`src/sv/hpg_pkg.sv`:
```
`default_nettype none

package hpg_pkg;

   localparam int IDX_W           = 24;
   localparam int DIR_W           = 4;
   localparam int CSR_DATA_W      = 9;
   localparam int CSR_INDEX_W     = 2;
   localparam int MAX_DIM_DEFAULT = 256;
   localparam int SIZE_RESET      = 16;

   localparam logic [CSR_INDEX_W-1:0] CSR_SIZE_X = CSR_INDEX_W'(0);
   localparam logic [CSR_INDEX_W-1:0] CSR_SIZE_Y = CSR_INDEX_W'(1);
   localparam logic [CSR_INDEX_W-1:0] CSR_SIZE_Z = CSR_INDEX_W'(2);

   localparam logic [DIR_W-1:0] DIR_E     = DIR_W'(0);
   localparam logic [DIR_W-1:0] DIR_SE    = DIR_W'(1);
   localparam logic [DIR_W-1:0] DIR_SW    = DIR_W'(2);
   localparam logic [DIR_W-1:0] DIR_W_    = DIR_W'(3);
   localparam logic [DIR_W-1:0] DIR_NW    = DIR_W'(4);
   localparam logic [DIR_W-1:0] DIR_NE    = DIR_W'(5);
   localparam logic [DIR_W-1:0] DIR_UP    = DIR_W'(6);
   localparam logic [DIR_W-1:0] DIR_DOWN  = DIR_W'(7);
   localparam logic [DIR_W-1:0] DIR_COUNT = DIR_W'(8);

   typedef struct packed {
      logic [IDX_W-1:0] cell_index;
      logic [DIR_W-1:0] direction;
   } req_type;

   typedef struct packed {
      logic [IDX_W-1:0] neighbor_index;
      logic             neighbor_valid;
   } rsp_type;

   function automatic logic signed [1:0] hex_dq(input logic [DIR_W-1:0] dir);
      case (dir)
         DIR_E:   return 2'sb01;
         DIR_SE:  return 2'sb00;
         DIR_SW:  return 2'sb11;
         DIR_W_:  return 2'sb11;
         DIR_NW:  return 2'sb00;
         DIR_NE:  return 2'sb01;
         default: return 2'sb00;
      endcase
   endfunction

   function automatic logic signed [1:0] hex_dr(input logic [DIR_W-1:0] dir);
      case (dir)
         DIR_E:   return 2'sb00;
         DIR_SE:  return 2'sb01;
         DIR_SW:  return 2'sb01;
         DIR_W_:  return 2'sb00;
         DIR_NW:  return 2'sb11;
         DIR_NE:  return 2'sb11;
         default: return 2'sb00;
      endcase
   endfunction

endpackage

`default_nettype wire

```
`src/sv/hpg_div_pipe.sv`:
```
`default_nettype none

module hpg_div_pipe #(
   parameter int DIVIDEND_W = 24,
   parameter int DIVISOR_W  = 18,
   parameter int QUO_W      = 8,
   parameter int SIDE_W     = 1
) (
   input  logic                  clock,
   input  logic                  reset,
   input  logic                  in_valid,
   input  logic [DIVIDEND_W-1:0] in_dividend,
   input  logic [DIVISOR_W-1:0]  in_divisor,
   input  logic [SIDE_W-1:0]     in_side,
   output logic                  out_valid,
   output logic [QUO_W-1:0]      out_quotient,
   output logic [DIVIDEND_W-1:0] out_remainder,
   output logic [DIVISOR_W-1:0]  out_divisor,
   output logic [SIDE_W-1:0]     out_side
);

   localparam int TRIAL_W = (DIVIDEND_W > DIVISOR_W + QUO_W) ? DIVIDEND_W : DIVISOR_W + QUO_W;

   logic                  valid_ff [QUO_W];
   logic [DIVIDEND_W-1:0] rem_ff   [QUO_W];
   logic [QUO_W-1:0]      quo_ff   [QUO_W];
   logic [DIVISOR_W-1:0]  div_ff   [QUO_W];
   logic [SIDE_W-1:0]     side_ff  [QUO_W];

   // One quotient bit per stage, most significant bit first.
   for (genvar s = 0; s < QUO_W; s++) begin : g_stage
      localparam int BIT = QUO_W - 1 - s;

      logic                  prev_valid;
      logic [DIVIDEND_W-1:0] prev_rem;
      logic [QUO_W-1:0]      prev_quo;
      logic [DIVISOR_W-1:0]  prev_div;
      logic [SIDE_W-1:0]     prev_side;
      logic [TRIAL_W-1:0]    trial;
      logic                  take;
      logic [DIVIDEND_W-1:0] rem_in;
      logic [QUO_W-1:0]      quo_in;

      if (s == 0) begin : g_first
         assign prev_valid = in_valid;
         assign prev_rem   = in_dividend;
         assign prev_quo   = '0;
         assign prev_div   = in_divisor;
         assign prev_side  = in_side;
      end else begin : g_next
         assign prev_valid = valid_ff[s-1];
         assign prev_rem   = rem_ff[s-1];
         assign prev_quo   = quo_ff[s-1];
         assign prev_div   = div_ff[s-1];
         assign prev_side  = side_ff[s-1];
      end

      assign trial = TRIAL_W'(prev_div) << BIT;
      assign take  = TRIAL_W'(prev_rem) >= trial;

      always_comb begin
         rem_in      = take ? DIVIDEND_W'(TRIAL_W'(prev_rem) - trial) : prev_rem;
         quo_in      = prev_quo;
         quo_in[BIT] = take;
      end

      always_ff @(posedge clock) begin
         if (reset) begin
            valid_ff[s] <= 1'b0;
         end else begin
            valid_ff[s] <= prev_valid;
         end
      end

      always_ff @(posedge clock) begin
         rem_ff[s]  <= rem_in;
         quo_ff[s]  <= quo_in;
         div_ff[s]  <= prev_div;
         side_ff[s] <= prev_side;
      end
   end

   assign out_valid     = valid_ff[QUO_W-1];
   assign out_quotient  = quo_ff[QUO_W-1];
   assign out_remainder = rem_ff[QUO_W-1];
   assign out_divisor   = div_ff[QUO_W-1];
   assign out_side      = side_ff[QUO_W-1];

endmodule

`default_nettype wire

```
`src/sv/hex_prism_grid_neighbor_index_unit.sv`:
```
`default_nettype none

// Neighbor lookup in a layered odd-r hexagonal grid.
// A query item (cell index and direction) is accepted at a rising edge where
// start is high and busy is low. Busy is high only during reset, so the unit
// takes one item in every cycle with no gaps.
// Each result item appears on rsp_payload for exactly one cycle with
// rsp_strobe high. The pipeline holds the two restoring dividers, one
// quotient bit per stage, that split the index into layer, row and column,
// plus the multiply stages that rebuild the linear index.
// Results leave in order; the receiver cannot hold them off.
// The grid sizes are written through the csr_ port (0 size_x, 1 size_y,
// 2 size_z); a value of zero acts as one and a value above MAX_DIM acts as
// MAX_DIM. Sizes must only be written while no item is in flight.
// Reset is synchronous: it empties the pipeline and sets all sizes to 16.
module hex_prism_grid_neighbor_index_unit #(
   parameter int MAX_DIM = hpg_pkg::MAX_DIM_DEFAULT
) (
   input  logic                               clock,
   input  logic                               reset,
   input  logic                               start,
   output logic                               busy,
   input  hpg_pkg::req_type                   req_payload,
   output logic                               rsp_strobe,
   output hpg_pkg::rsp_type                   rsp_payload,
   input  logic                               csr_we,
   input  logic [hpg_pkg::CSR_INDEX_W-1:0]    csr_index,
   input  logic [hpg_pkg::CSR_DATA_W-1:0]     csr_wdata
);

   import hpg_pkg::*;

   localparam int CW    = $clog2(MAX_DIM + 1);
   localparam int QW    = $clog2(MAX_DIM);
   localparam int AW    = 2 * CW;
   localparam int TW    = 3 * CW;
   localparam int CMP_W = (TW > IDX_W) ? TW : IDX_W;
   localparam int NW    = CW + 2;
   localparam int PY_W  = QW + CW;
   localparam int PZ_W  = QW + AW;
   localparam int FIN_W = TW + 1;
   localparam int LAT   = 2 * QW + 7;

   typedef struct packed {
      logic             ok;
      logic [DIR_W-1:0] dir;
   } zside_type;

   typedef struct packed {
      logic             ok;
      logic [DIR_W-1:0] dir;
      logic [QW-1:0]    z;
      logic [AW-1:0]    area;
   } yside_type;

   function automatic logic [CW-1:0] clamp_size(input logic [CSR_DATA_W-1:0] v);
      if (v == '0) begin
         return CW'(1);
      end
      if (int'(v) > MAX_DIM) begin
         return CW'(MAX_DIM);
      end
      return CW'(v);
   endfunction

   logic [CW-1:0] size_x_ff;
   logic [CW-1:0] size_y_ff;
   logic [CW-1:0] size_z_ff;

   always_ff @(posedge clock) begin
      if (reset) begin
         size_x_ff <= clamp_size(CSR_DATA_W'(SIZE_RESET));
         size_y_ff <= clamp_size(CSR_DATA_W'(SIZE_RESET));
         size_z_ff <= clamp_size(CSR_DATA_W'(SIZE_RESET));
      end else if (csr_we) begin
         case (csr_index)
            CSR_SIZE_X: size_x_ff <= clamp_size(csr_wdata);
            CSR_SIZE_Y: size_y_ff <= clamp_size(csr_wdata);
            CSR_SIZE_Z: size_z_ff <= clamp_size(csr_wdata);
            default: ;
         endcase
      end
   end

   assign busy = reset;

   logic accept;
   assign accept = start && !busy;

   // Stage 1: capture the item and form the layer area.
   logic             vld1_ff;
   logic [IDX_W-1:0] idx1_ff;
   logic [DIR_W-1:0] dir1_ff;
   logic [AW-1:0]    area1_ff;
   // Stage 2: total cell count.
   logic             vld2_ff;
   logic [IDX_W-1:0] idx2_ff;
   logic [DIR_W-1:0] dir2_ff;
   logic [AW-1:0]    area2_ff;
   logic [TW-1:0]    total2_ff;
   // Stage 3: range check.
   logic             vld3_ff;
   logic [IDX_W-1:0] idx3_ff;
   logic [AW-1:0]    area3_ff;
   zside_type        zside3_ff;
   zside_type        zside3_in;

   always_comb begin
      zside3_in.ok  = (CMP_W'(idx2_ff) < CMP_W'(total2_ff)) && (dir2_ff < DIR_COUNT);
      zside3_in.dir = dir2_ff;
   end

   always_ff @(posedge clock) begin
      if (reset) begin
         vld1_ff <= 1'b0;
         vld2_ff <= 1'b0;
         vld3_ff <= 1'b0;
      end else begin
         vld1_ff <= accept;
         vld2_ff <= vld1_ff;
         vld3_ff <= vld2_ff;
      end
   end

   always_ff @(posedge clock) begin
      idx1_ff   <= req_payload.cell_index;
      dir1_ff   <= req_payload.direction;
      area1_ff  <= AW'(size_x_ff) * AW'(size_y_ff);
      idx2_ff   <= idx1_ff;
      dir2_ff   <= dir1_ff;
      area2_ff  <= area1_ff;
      total2_ff <= TW'(area1_ff) * TW'(size_z_ff);
      idx3_ff   <= idx2_ff;
      area3_ff  <= area2_ff;
      zside3_ff <= zside3_in;
   end

   // Layer and in-layer offset.
   logic             zdiv_valid;
   logic [QW-1:0]    zdiv_quo;
   logic [IDX_W-1:0] zdiv_rem;
   logic [AW-1:0]    zdiv_area;
   zside_type        zdiv_side;

   hpg_div_pipe #(
      .DIVIDEND_W (IDX_W),
      .DIVISOR_W  (AW),
      .QUO_W      (QW),
      .SIDE_W     ($bits(zside_type))
   ) u_zdiv (
      .clock         (clock),
      .reset         (reset),
      .in_valid      (vld3_ff),
      .in_dividend   (idx3_ff),
      .in_divisor    (area3_ff),
      .in_side       (zside3_ff),
      .out_valid     (zdiv_valid),
      .out_quotient  (zdiv_quo),
      .out_remainder (zdiv_rem),
      .out_divisor   (zdiv_area),
      .out_side      (zdiv_side)
   );

   yside_type ydiv_side_in;

   always_comb begin
      ydiv_side_in.ok   = zdiv_side.ok;
      ydiv_side_in.dir  = zdiv_side.dir;
      ydiv_side_in.z    = zdiv_quo;
      ydiv_side_in.area = zdiv_area;
   end

   // Row and column.
   logic          ydiv_valid;
   logic [QW-1:0] ydiv_quo;
   logic [AW-1:0] ydiv_rem;
   logic [CW-1:0] ydiv_sx;
   yside_type     ydiv_side;

   hpg_div_pipe #(
      .DIVIDEND_W (AW),
      .DIVISOR_W  (CW),
      .QUO_W      (QW),
      .SIDE_W     ($bits(yside_type))
   ) u_ydiv (
      .clock         (clock),
      .reset         (reset),
      .in_valid      (zdiv_valid),
      .in_dividend   (AW'(zdiv_rem)),
      .in_divisor    (size_x_ff),
      .in_side       (ydiv_side_in),
      .out_valid     (ydiv_valid),
      .out_quotient  (ydiv_quo),
      .out_remainder (ydiv_rem),
      .out_divisor   (ydiv_sx),
      .out_side      (ydiv_side)
   );

   // Neighbor coordinates in the odd-r layout.
   logic signed [NW-1:0] xs;
   logic signed [NW-1:0] ys;
   logic signed [NW-1:0] zs;
   logic signed [NW-1:0] nxs;
   logic signed [NW-1:0] nys;
   logic signed [NW-1:0] nzs;
   logic                 nok_in;

   always_comb begin
      xs  = $signed(NW'(ydiv_rem[QW-1:0]));
      ys  = $signed(NW'(ydiv_quo));
      zs  = $signed(NW'(ydiv_side.z));
      nxs = xs;
      nys = ys;
      nzs = zs;
      case (ydiv_side.dir)
         DIR_UP: begin
            nzs = zs + NW'(1);
         end
         DIR_DOWN: begin
            nzs = zs - NW'(1);
         end
         default: begin
            nys = ys + NW'(hex_dr(ydiv_side.dir));
            nxs = xs - (ys >>> 1) + NW'(hex_dq(ydiv_side.dir)) + (nys >>> 1);
         end
      endcase
      nok_in = ydiv_side.ok
               && (nxs >= 0) && (nxs < $signed(NW'(ydiv_sx)))
               && (nys >= 0) && (nys < $signed(NW'(size_y_ff)))
               && (nzs >= 0) && (nzs < $signed(NW'(size_z_ff)));
   end

   logic          vld4_ff;
   logic          ok4_ff;
   logic [QW-1:0] nx4_ff;
   logic [QW-1:0] ny4_ff;
   logic [QW-1:0] nz4_ff;
   logic [AW-1:0] area4_ff;

   logic            vld5_ff;
   logic            ok5_ff;
   logic [QW-1:0]   nx5_ff;
   logic [QW-1:0]   nz5_ff;
   logic [AW-1:0]   area5_ff;
   logic [PY_W-1:0] py5_ff;

   logic             vld6_ff;
   logic             ok6_ff;
   logic [FIN_W-1:0] part6_ff;
   logic [PZ_W-1:0]  pz6_ff;

   logic    rsp_strobe_ff;
   rsp_type rsp_ff;

   always_ff @(posedge clock) begin
      if (reset) begin
         vld4_ff       <= 1'b0;
         vld5_ff       <= 1'b0;
         vld6_ff       <= 1'b0;
         rsp_strobe_ff <= 1'b0;
      end else begin
         vld4_ff       <= ydiv_valid;
         vld5_ff       <= vld4_ff;
         vld6_ff       <= vld5_ff;
         rsp_strobe_ff <= vld6_ff;
      end
   end

   always_ff @(posedge clock) begin
      ok4_ff   <= nok_in;
      nx4_ff   <= nxs[QW-1:0];
      ny4_ff   <= nys[QW-1:0];
      nz4_ff   <= nzs[QW-1:0];
      area4_ff <= ydiv_side.area;

      ok5_ff   <= ok4_ff;
      nx5_ff   <= nx4_ff;
      nz5_ff   <= nz4_ff;
      area5_ff <= area4_ff;
      py5_ff   <= PY_W'(ny4_ff) * PY_W'(size_x_ff);

      ok6_ff   <= ok5_ff;
      part6_ff <= FIN_W'(nx5_ff) + FIN_W'(py5_ff);
      pz6_ff   <= PZ_W'(nz5_ff) * PZ_W'(area5_ff);

      rsp_ff.neighbor_valid <= ok6_ff;
      rsp_ff.neighbor_index <= ok6_ff ? IDX_W'(part6_ff + FIN_W'(pz6_ff)) : '0;
   end

   assign rsp_strobe  = rsp_strobe_ff;
   assign rsp_payload = rsp_ff;

   a_latency_fwd : assert property (@(posedge clock) disable iff (reset)
      accept |-> ##LAT rsp_strobe)
      else $error("accepted item gave no result at the expected latency");

   a_latency_back : assert property (@(posedge clock) disable iff (reset)
      rsp_strobe |-> $past(accept, LAT))
      else $error("result strobe without a matching accepted item");

   a_valid_dir : assert property (@(posedge clock) disable iff (reset)
      rsp_strobe && rsp_payload.neighbor_valid |->
         $past(req_payload.direction, LAT) < DIR_COUNT)
      else $error("valid neighbor reported for an invalid direction");

endmodule

`default_nettype wire

```
`config.mk`:
```
export PLATFORM = sky130hd
export DESIGN_NAME = hex_prism_grid_neighbor_index_unit
export DESIGN_NICKNAME = d
export VERILOG_FILES = /design/src/sv/hpg_pkg.sv /design/src/sv/hpg_div_pipe.sv /design/src/sv/hex_prism_grid_neighbor_index_unit.sv
export SDC_FILE = /design/constraint.sdc
export NUM_CORES = 2
export LEC_CHECK = 0
export BUFFER_PORTS_ARGS = -buffer_cell sky130_fd_sc_hd__buf_4
export CAP_MARGIN = 20
export CORE_MARGIN = 1
export CORE_UTILIZATION = 40
export DETAILED_ROUTE_END_ITERATION = 8
export GPL_TIMING_DRIVEN = 0
export PLACE_DENSITY = 0.64
export SLEW_MARGIN = 30
export SYNTH_ARGS = -nofsm -noshare
export SYNTH_HDL_FRONTEND = slang
export SYNTH_SLANG_ARGS = --single-unit
```
`constraint.sdc`:
```
create_clock -name clock -period 6.65 [get_ports clock]
set_input_delay 1.33 -clock clock [delete_from_list [all_inputs] [get_ports clock]]
set_output_delay 1.33 -clock clock [all_outputs]
set_load 0.01 [all_outputs]
```
**Word-level counts from Yosys, hierarchy flattened**

Memory sizes are Yosys's and may differ from the RTL's. A register that Yosys moved wholly into a read port is not among the register bits.
Cells that the tools add are included.

- Memories kept: 10
- Input port bits: 43
- Flip-flop bits (word level): 362
- Output and inout bits: 27
- Bits in writable memories: 984

- Multiplexer cells: 73
- Reductions and logical operators: 20
- Order comparisons: 25
- Bitwise operators: 16
- Equal/unequal tests: 9
- $mul: 4
- $add $sub $neg: 24

Memory list:

| name | words | bits a word | rd ports | clocked after memory_dff | wr ports | line | source |
|---|---|---|---|---|---|---|---|
| u_ydiv.side_ff | 8 | 31 | 8 | 0 | 8 | hpg_div_pipe.sv:28 | `logic [SIDE_W-1:0] side_ff [QUO_W];` |
| u_zdiv.rem_ff | 8 | 24 | 8 | 0 | 8 | hpg_div_pipe.sv:25 | `logic [DIVIDEND_W-1:0] rem_ff [QUO_W];` |
| u_ydiv.rem_ff | 8 | 18 | 8 | 0 | 8 | hpg_div_pipe.sv:25 |  |
| u_zdiv.div_ff | 8 | 18 | 8 | 0 | 8 | hpg_div_pipe.sv:27 | `logic [DIVISOR_W-1:0] div_ff [QUO_W];` |
| u_ydiv.div_ff | 8 | 9 | 8 | 0 | 8 | hpg_div_pipe.sv:27 |  |
| u_ydiv.quo_ff | 8 | 8 | 8 | 0 | 8 | hpg_div_pipe.sv:26 | `logic [QUO_W-1:0] quo_ff [QUO_W];` |
| 4 more memories | - | - | - | - | - | - |  |

Operator list:

| operator | number |
|---|---|
| 2-to-1 mux 24 bit | 8 |
| 2-to-1 mux 18 bit | 8 |
| 2-to-1 mux 9 bit | 8 |
| subtractor 24 bit | 2 |
| 2-to-1 mux 1 bit | 42 |
| >= comparator 11 x 1 -> 1 bit, second input constant | 3 |
| < comparator 11 x 10 -> 1 bit | 3 |
| < comparator 24 x 27 -> 1 bit | 1 |
| multiplier 18 x 9 -> 27 bit | 1 |
| >= comparator 24 x 25 -> 1 bit | 1 |
| adder 18 x 24 -> 24 bit | 1 |
| >= comparator 24 x 18 -> 1 bit | 1 |
| >= comparator 24 x 19 -> 1 bit | 1 |
| >= comparator 24 x 20 -> 1 bit | 1 |
| >= comparator 24 x 21 -> 1 bit | 1 |
| >= comparator 24 x 22 -> 1 bit | 1 |
| >= comparator 24 x 23 -> 1 bit | 1 |
| >= comparator 24 bit | 1 |
| multiplier 8 x 18 -> 24 bit | 1 |
| subtractor 24 x 18 -> 24 bit | 1 |
| subtractor 24 x 19 -> 24 bit | 1 |
| subtractor 24 x 20 -> 24 bit | 1 |
| subtractor 24 x 21 -> 24 bit | 1 |
| subtractor 24 x 22 -> 24 bit | 1 |
| other kinds (44) | 80 |

**Longest topological paths before layout**

An unclocked memory read counts as a cell.

- Word-level depth: 15
- Depth in mapped cells: 27
- Depth with buffers taken out: 26

**By module**

A second synthesis with hierarchy kept.

- Cell total of the unflattened synthesis: 5,938
- Area, all modules: 59,744.8 µm²

Modules (own cells, without submodules):

| module | cells each | instances | sequential area each (µm²) | area an instance (µm²) |
|---|---|---|---|---|
| hex_prism_grid_neighbor_index_unit | 2,733 | 1 | 7,267.0 | 26,011.2 |
| hpg_div_pipe (u_zdiv) | 1,905 | 1 | 8,408.1 | 18,146.2 |
| hpg_div_pipe (u_ydiv) | 1,300 | 1 | 10,169.8 | 15,587.4 |

**Worst setup path after synthesis**

OpenSTA, ideal clock, no wires.

- Path kind: flip-flop to flip-flop
- Start: memory u_ydiv.side_ff[7][29] (netlist name)
- End: register ok4_ff
- Library setup time: 0.114 ns
- Data arrival time: 5.338 ns
- Stages on the path, launching flop included: 25
- Slack: 1.198 ns
- Buffers on the path: 0
- Period minus slack after synthesis: 5.452 ns
- Data required time: 6.536 ns
- Cell sequence: dfxtp_1 -> nand2b_1 -> nor2_1 -> inv_1 -> fa_1 -> nor2b_1 -> o21ai_0 -> and3_1 -> nor2_1 -> fa_1 -> ha_1 -> a21oi_1 -> o21ai_0 -> a21oi_1 -> nor2b_1 -> o21a_1 -> nor3_1 -> nor3_1 -> ha_1 -> or4b_2 -> a21oi_1 -> o21ai_0 -> a221oi_1 -> nand4_1 -> a2111oi_0

RTL lines:

| what | line | source |
|---|---|---|
| start: declaration | hpg_div_pipe.sv:28 |  |
| end signal: assignment | hex_prism_grid_neighbor_index_unit.sv:270 | `ok4_ff <= nok_in;` |
| end: declaration | hex_prism_grid_neighbor_index_unit.sv:234 | `logic ok4_ff;` |

==> parameters.txt <==
Parameter                              Value

Cells and area
  Ant diodes    0
  Layout-stage area growth over the synthesis result    12.64%
  Count of filler cells inserted in the layout    ~13,000
  Footprint of the flip-flops and latches    25,530 sq um
  Share of cells above drive strength 1    7.015%
  Number of nets in the finished design    6,723
  Final design instance area without fill    approximately 65,000 sq um
  Core occupancy in the finished layout    between 40% and 50%
  Area used by multi-input combinational logic    about 29,000 sq um

Placement
  Final HPWL DP    around 95,000 um
  Standard cell area after detailed placement    roughly 61,000 sq um
  Count of buffers inserted at the top-level ports    between 60 and 70
  Last weighted congestion value of the routability-driven placer    0.9000

Logic synthesis
  Ys flop type    dfxtp_1
  Most common cell in the synthesized netlist    dfxtp_1
  Async SR Flop Fraction    0%
  Synthesized flop and latch total    approximately 1,300
  Post-Syn Nets    between 6,000 and 7,000
  Sequential area share after synthesis    between 40% and 50%
  Number of enable flip-flop cells after synthesis    0
  Cell taking the most area after synthesis    dfxtp_1
  Post-synthesis area per instance    approximately 10 sq um
  Cell types with the highest counts after synthesis    dfxtp_1, inv_1, nand2_1
  Count of distinct cell types in the synthesized netlist    86
  Combined area of all synthesized cells    57,880 sq um
  Portion of synthesized cell area occupied by the leading cell type    about 44%
  Synthesized instance count    around 5,700
  Yosys warning count    0
  Top post-synthesis cells by area    dfxtp_1, fa_1, ha_1

Timing
  Final hold violation count    0
  Relative slew margins    roughly a third
  F_max    0.1603 GHz
  Slew at the pin closest to its max-slew limit    954.0 ps
  Endpoints failing setup    0
  Period Utilization, post-route    93.83%
  Max Transition Viols Final    0
  Setup repair after global routing missed its margin    no
  Min Clock Period, post-route    a little over 6000 ps
  Fin Clk Skew    between 20 and 30 ps

Critical path
  CP Class    register to register
  Critical path data arrival time    6840 ps
  WP data required    about 7300 ps
  Crit path max fanout    12
  Type of origin of the critical path    register
  Worst Setup End Kind    register

Detailed routing
  Routed wire per std cell    between 15 and 20 um
  Via count    ~38,000
  Wire length reported by the detailed router    roughly 120,000 um
  DRT iter0 DRCs    ~2,000
  DRC violation count after routing    14
  Final antenna-violating net count    0
  Routed vias/inst    a little under 5
  First-pass DRT Iterations    8

Clock tree
  Number of buffers created by CTS    130
  # H-tree levels    4
  Clock latency on the worst-skew pair    740 ps
  Post-cts resize count    2
  Clock tree root driver cell    clkbuf_16
  Clock buffer depth    3
  Post-CTS clock slew at the launch and capture registers of the worst setup and hold paths    60 ps
  Clock tree from TritonCTS    done
  Hold buffer count at cts    0
  Clock sink count    about 1,300
  Buffers inserted during post-CTS setup optimization    0

Global routing
  Number of antenna violations at the first check in global routing    2
  Grt total ovfl    0
  Wire length of the first global-routing pass    about 200,000 um
  Total Routing Usage GR    16.87%
  Vias in the first global route    slightly below 40,000
  Maximum number of pins on one net before global-route repair    17

Power
  Fraction of power spent switching nets    about a third
  Proportion of power drawn by combinational gates    between 30% and 40%
  Standby leakage power    ~29 nW
  Proportion of power drawn by the clock network    between 20 and 30%
  Worst VDD drop    0.0002209 V
  Cell area power density    just over 400 nW/um^2
  Seq pwr share    37.6%
  Net switching power figure    around 9 mW
  Cell-internal power    around 18 mW

Flow run
  Max-capacitance violation count    0

Run status
  Run status    finished, violations left
  Violated checks    design-rule violations

Floorplanning
  Starting Density    roughly two fifths
  Placeable core area    ~140,000 sq um
  Die Outline Area    ~150,000 sq um
  Height of the die    approximately 380 um
  Number of core rows    ~140
  Die X    about 380 um
  Total I/O pin count    70

Worst hold path
  HP Class    register to register
-- placed cells by master, fill, tap and decap left out, types with 39 or more instances in the layout --
master / count
a21oi_1: 267
o21a_1: 43
clkbuf_16: 134
nor3_1: 77
xor2_1: 123
nor2b_1: 87
nor2_1: 252
nand4_1: 39
o21ai_0: 218
ha_1: 475
nand3_1: 58
clkbuf_1: 124
and2_1: 196
xnor2_1: 180
dfxtp_1: 1274
a21o_1: 108
inv_1: 740
buf_4: 69
nand2b_1: 46
mux2_2: 75
fa_1: 330
nand2_1: 527
-- logic make-up (layout without fill, tap and decap cells) --
logic type,after synthesis,in the layout,synth area share (%)
buffers and inverters,861,1158,5.675
AND/OR/NAND/NOR,1431,1431,12.01
XOR/XNOR,303,303,4.585
flip-flops,1275,1275,44.10
AO/OA/AOI/OAI,887,887,9.752
adder cells (fa/ha/maj),805,805,21.68
multiplexers,114,114,2.194
-- per-layer routing --
| metal | track usage, % | part of all wire (%) | vias up |
|---|---|---|---|
| met2 | 28.76 | 47 | 777 |
| li1 | - | - | 18990 |
| met3 | 2.560 | 4.3 | 225 |
| met5 | 0 | 0 | - |
| met1 | 21.46 | 45 | 17860 |
| met4 | 6.356 | 3.2 | 0 |
-- registers in the layout, indices dropped and copies added (netlist names), 25 cells and up --
| register | flops |
|---|---|
| rsp_payload | 25 |
| u_zdiv.div_ff | 144 |
| u_ydiv.quo_ff | 36 |
| total2_ff | 27 |
| u_zdiv.rem_ff | 186 |
| u_ydiv.div_ff | 72 |
| u_zdiv.side_ff | 40 |
| u_ydiv.side_ff | 248 |
| u_zdiv.quo_ff | 36 |
| u_ydiv.rem_ff | 134 |
-- power groups by stage --
stage / Sequential, mW / Combinational (mW) / Clock [mW]
after global placement: 10.1 / 8.94 / 0
after detailed placement: 10.1 / 9.09 / 0
after global routing: 10.1 / 10.3 / 7.91
final: 9.98 / 9.22 / 7.36
after floorplan: 9.77 / 7.15 / 0
after CTS: 9.99 / 9.19 / 7.56
-- critical path, cell delays in order (launching register included) --
cell and delay (ps):
dfxtp_1 410, nand2b_1 190, nor2_4 310, inv_1 120, fa_1 450, nor2b_1 130, o21ai_0 110, a21oi_1 230
o21a_1 160, nor2_1 50, xnor2_1 310, fa_1 480, ha_1 330, a21oi_1 210, nor2b_1 80, o21a_1 190
nor3_1 130, nor3_1 80, ha_1 270, or4b_2 690, a21oi_1 130, o21ai_0 110, a221oi_1 290, nand4_1 220
a2111oi_2 430
-- stage by stage --
step | total power [mW] | setup TNS, ps | instances | hold slack [ps] | setup WS, ps
2_1_floorplan | 16.92 | 0 | 5676 | 309.6 | 1198
3_3_place_gp | 19.07 | -135.5 | 7647 | 309.5 | -135.5
3_5_place_dp | 19.24 | -201.1 | 7647 | 312.1 | -201.1
4_1_cts | 26.73 | 0 | 7877 | 306.5 | 91.19
5_1_grt | 28.37 | 0 | 7876 | 313.4 | 51.36
6_report | 26.56 | 0 | 7876 | 308.5 | 410.3
-- worst paths after layout --
path / slack (ps) / from / end / cells past startpoint
min reg2reg: 310 / u_ydiv.side_ff[1][20] / u_ydiv.side_ff[2][20] / 0
max: 410 / u_ydiv.side_ff[7][28] / ok4_ff / 24
min: 310 / u_ydiv.side_ff[1][20] / u_ydiv.side_ff[2][20] / 0
max reg2reg: 410 / u_ydiv.side_ff[7][28] / ok4_ff / 24
-- layout make-up --
| cell class | count | area share (%) |
|---|---|---|
| Multi-Input combinational cell | 3540 | 44.62 |
| Sequential cell | 1275 | 39.16 |
| Clock buffer | 167 | 5.564 |
| Inverter | 740 | 4.261 |
| Tap cell | 1903 | 3.652 |
| Clock inverter | 63 | 1.192 |
| Timing Repair Buffer | 68 | 0.7831 |
| Buffer | 120 | 0.7716 |
Note: power is estimated with default switching activity, not from simulation.
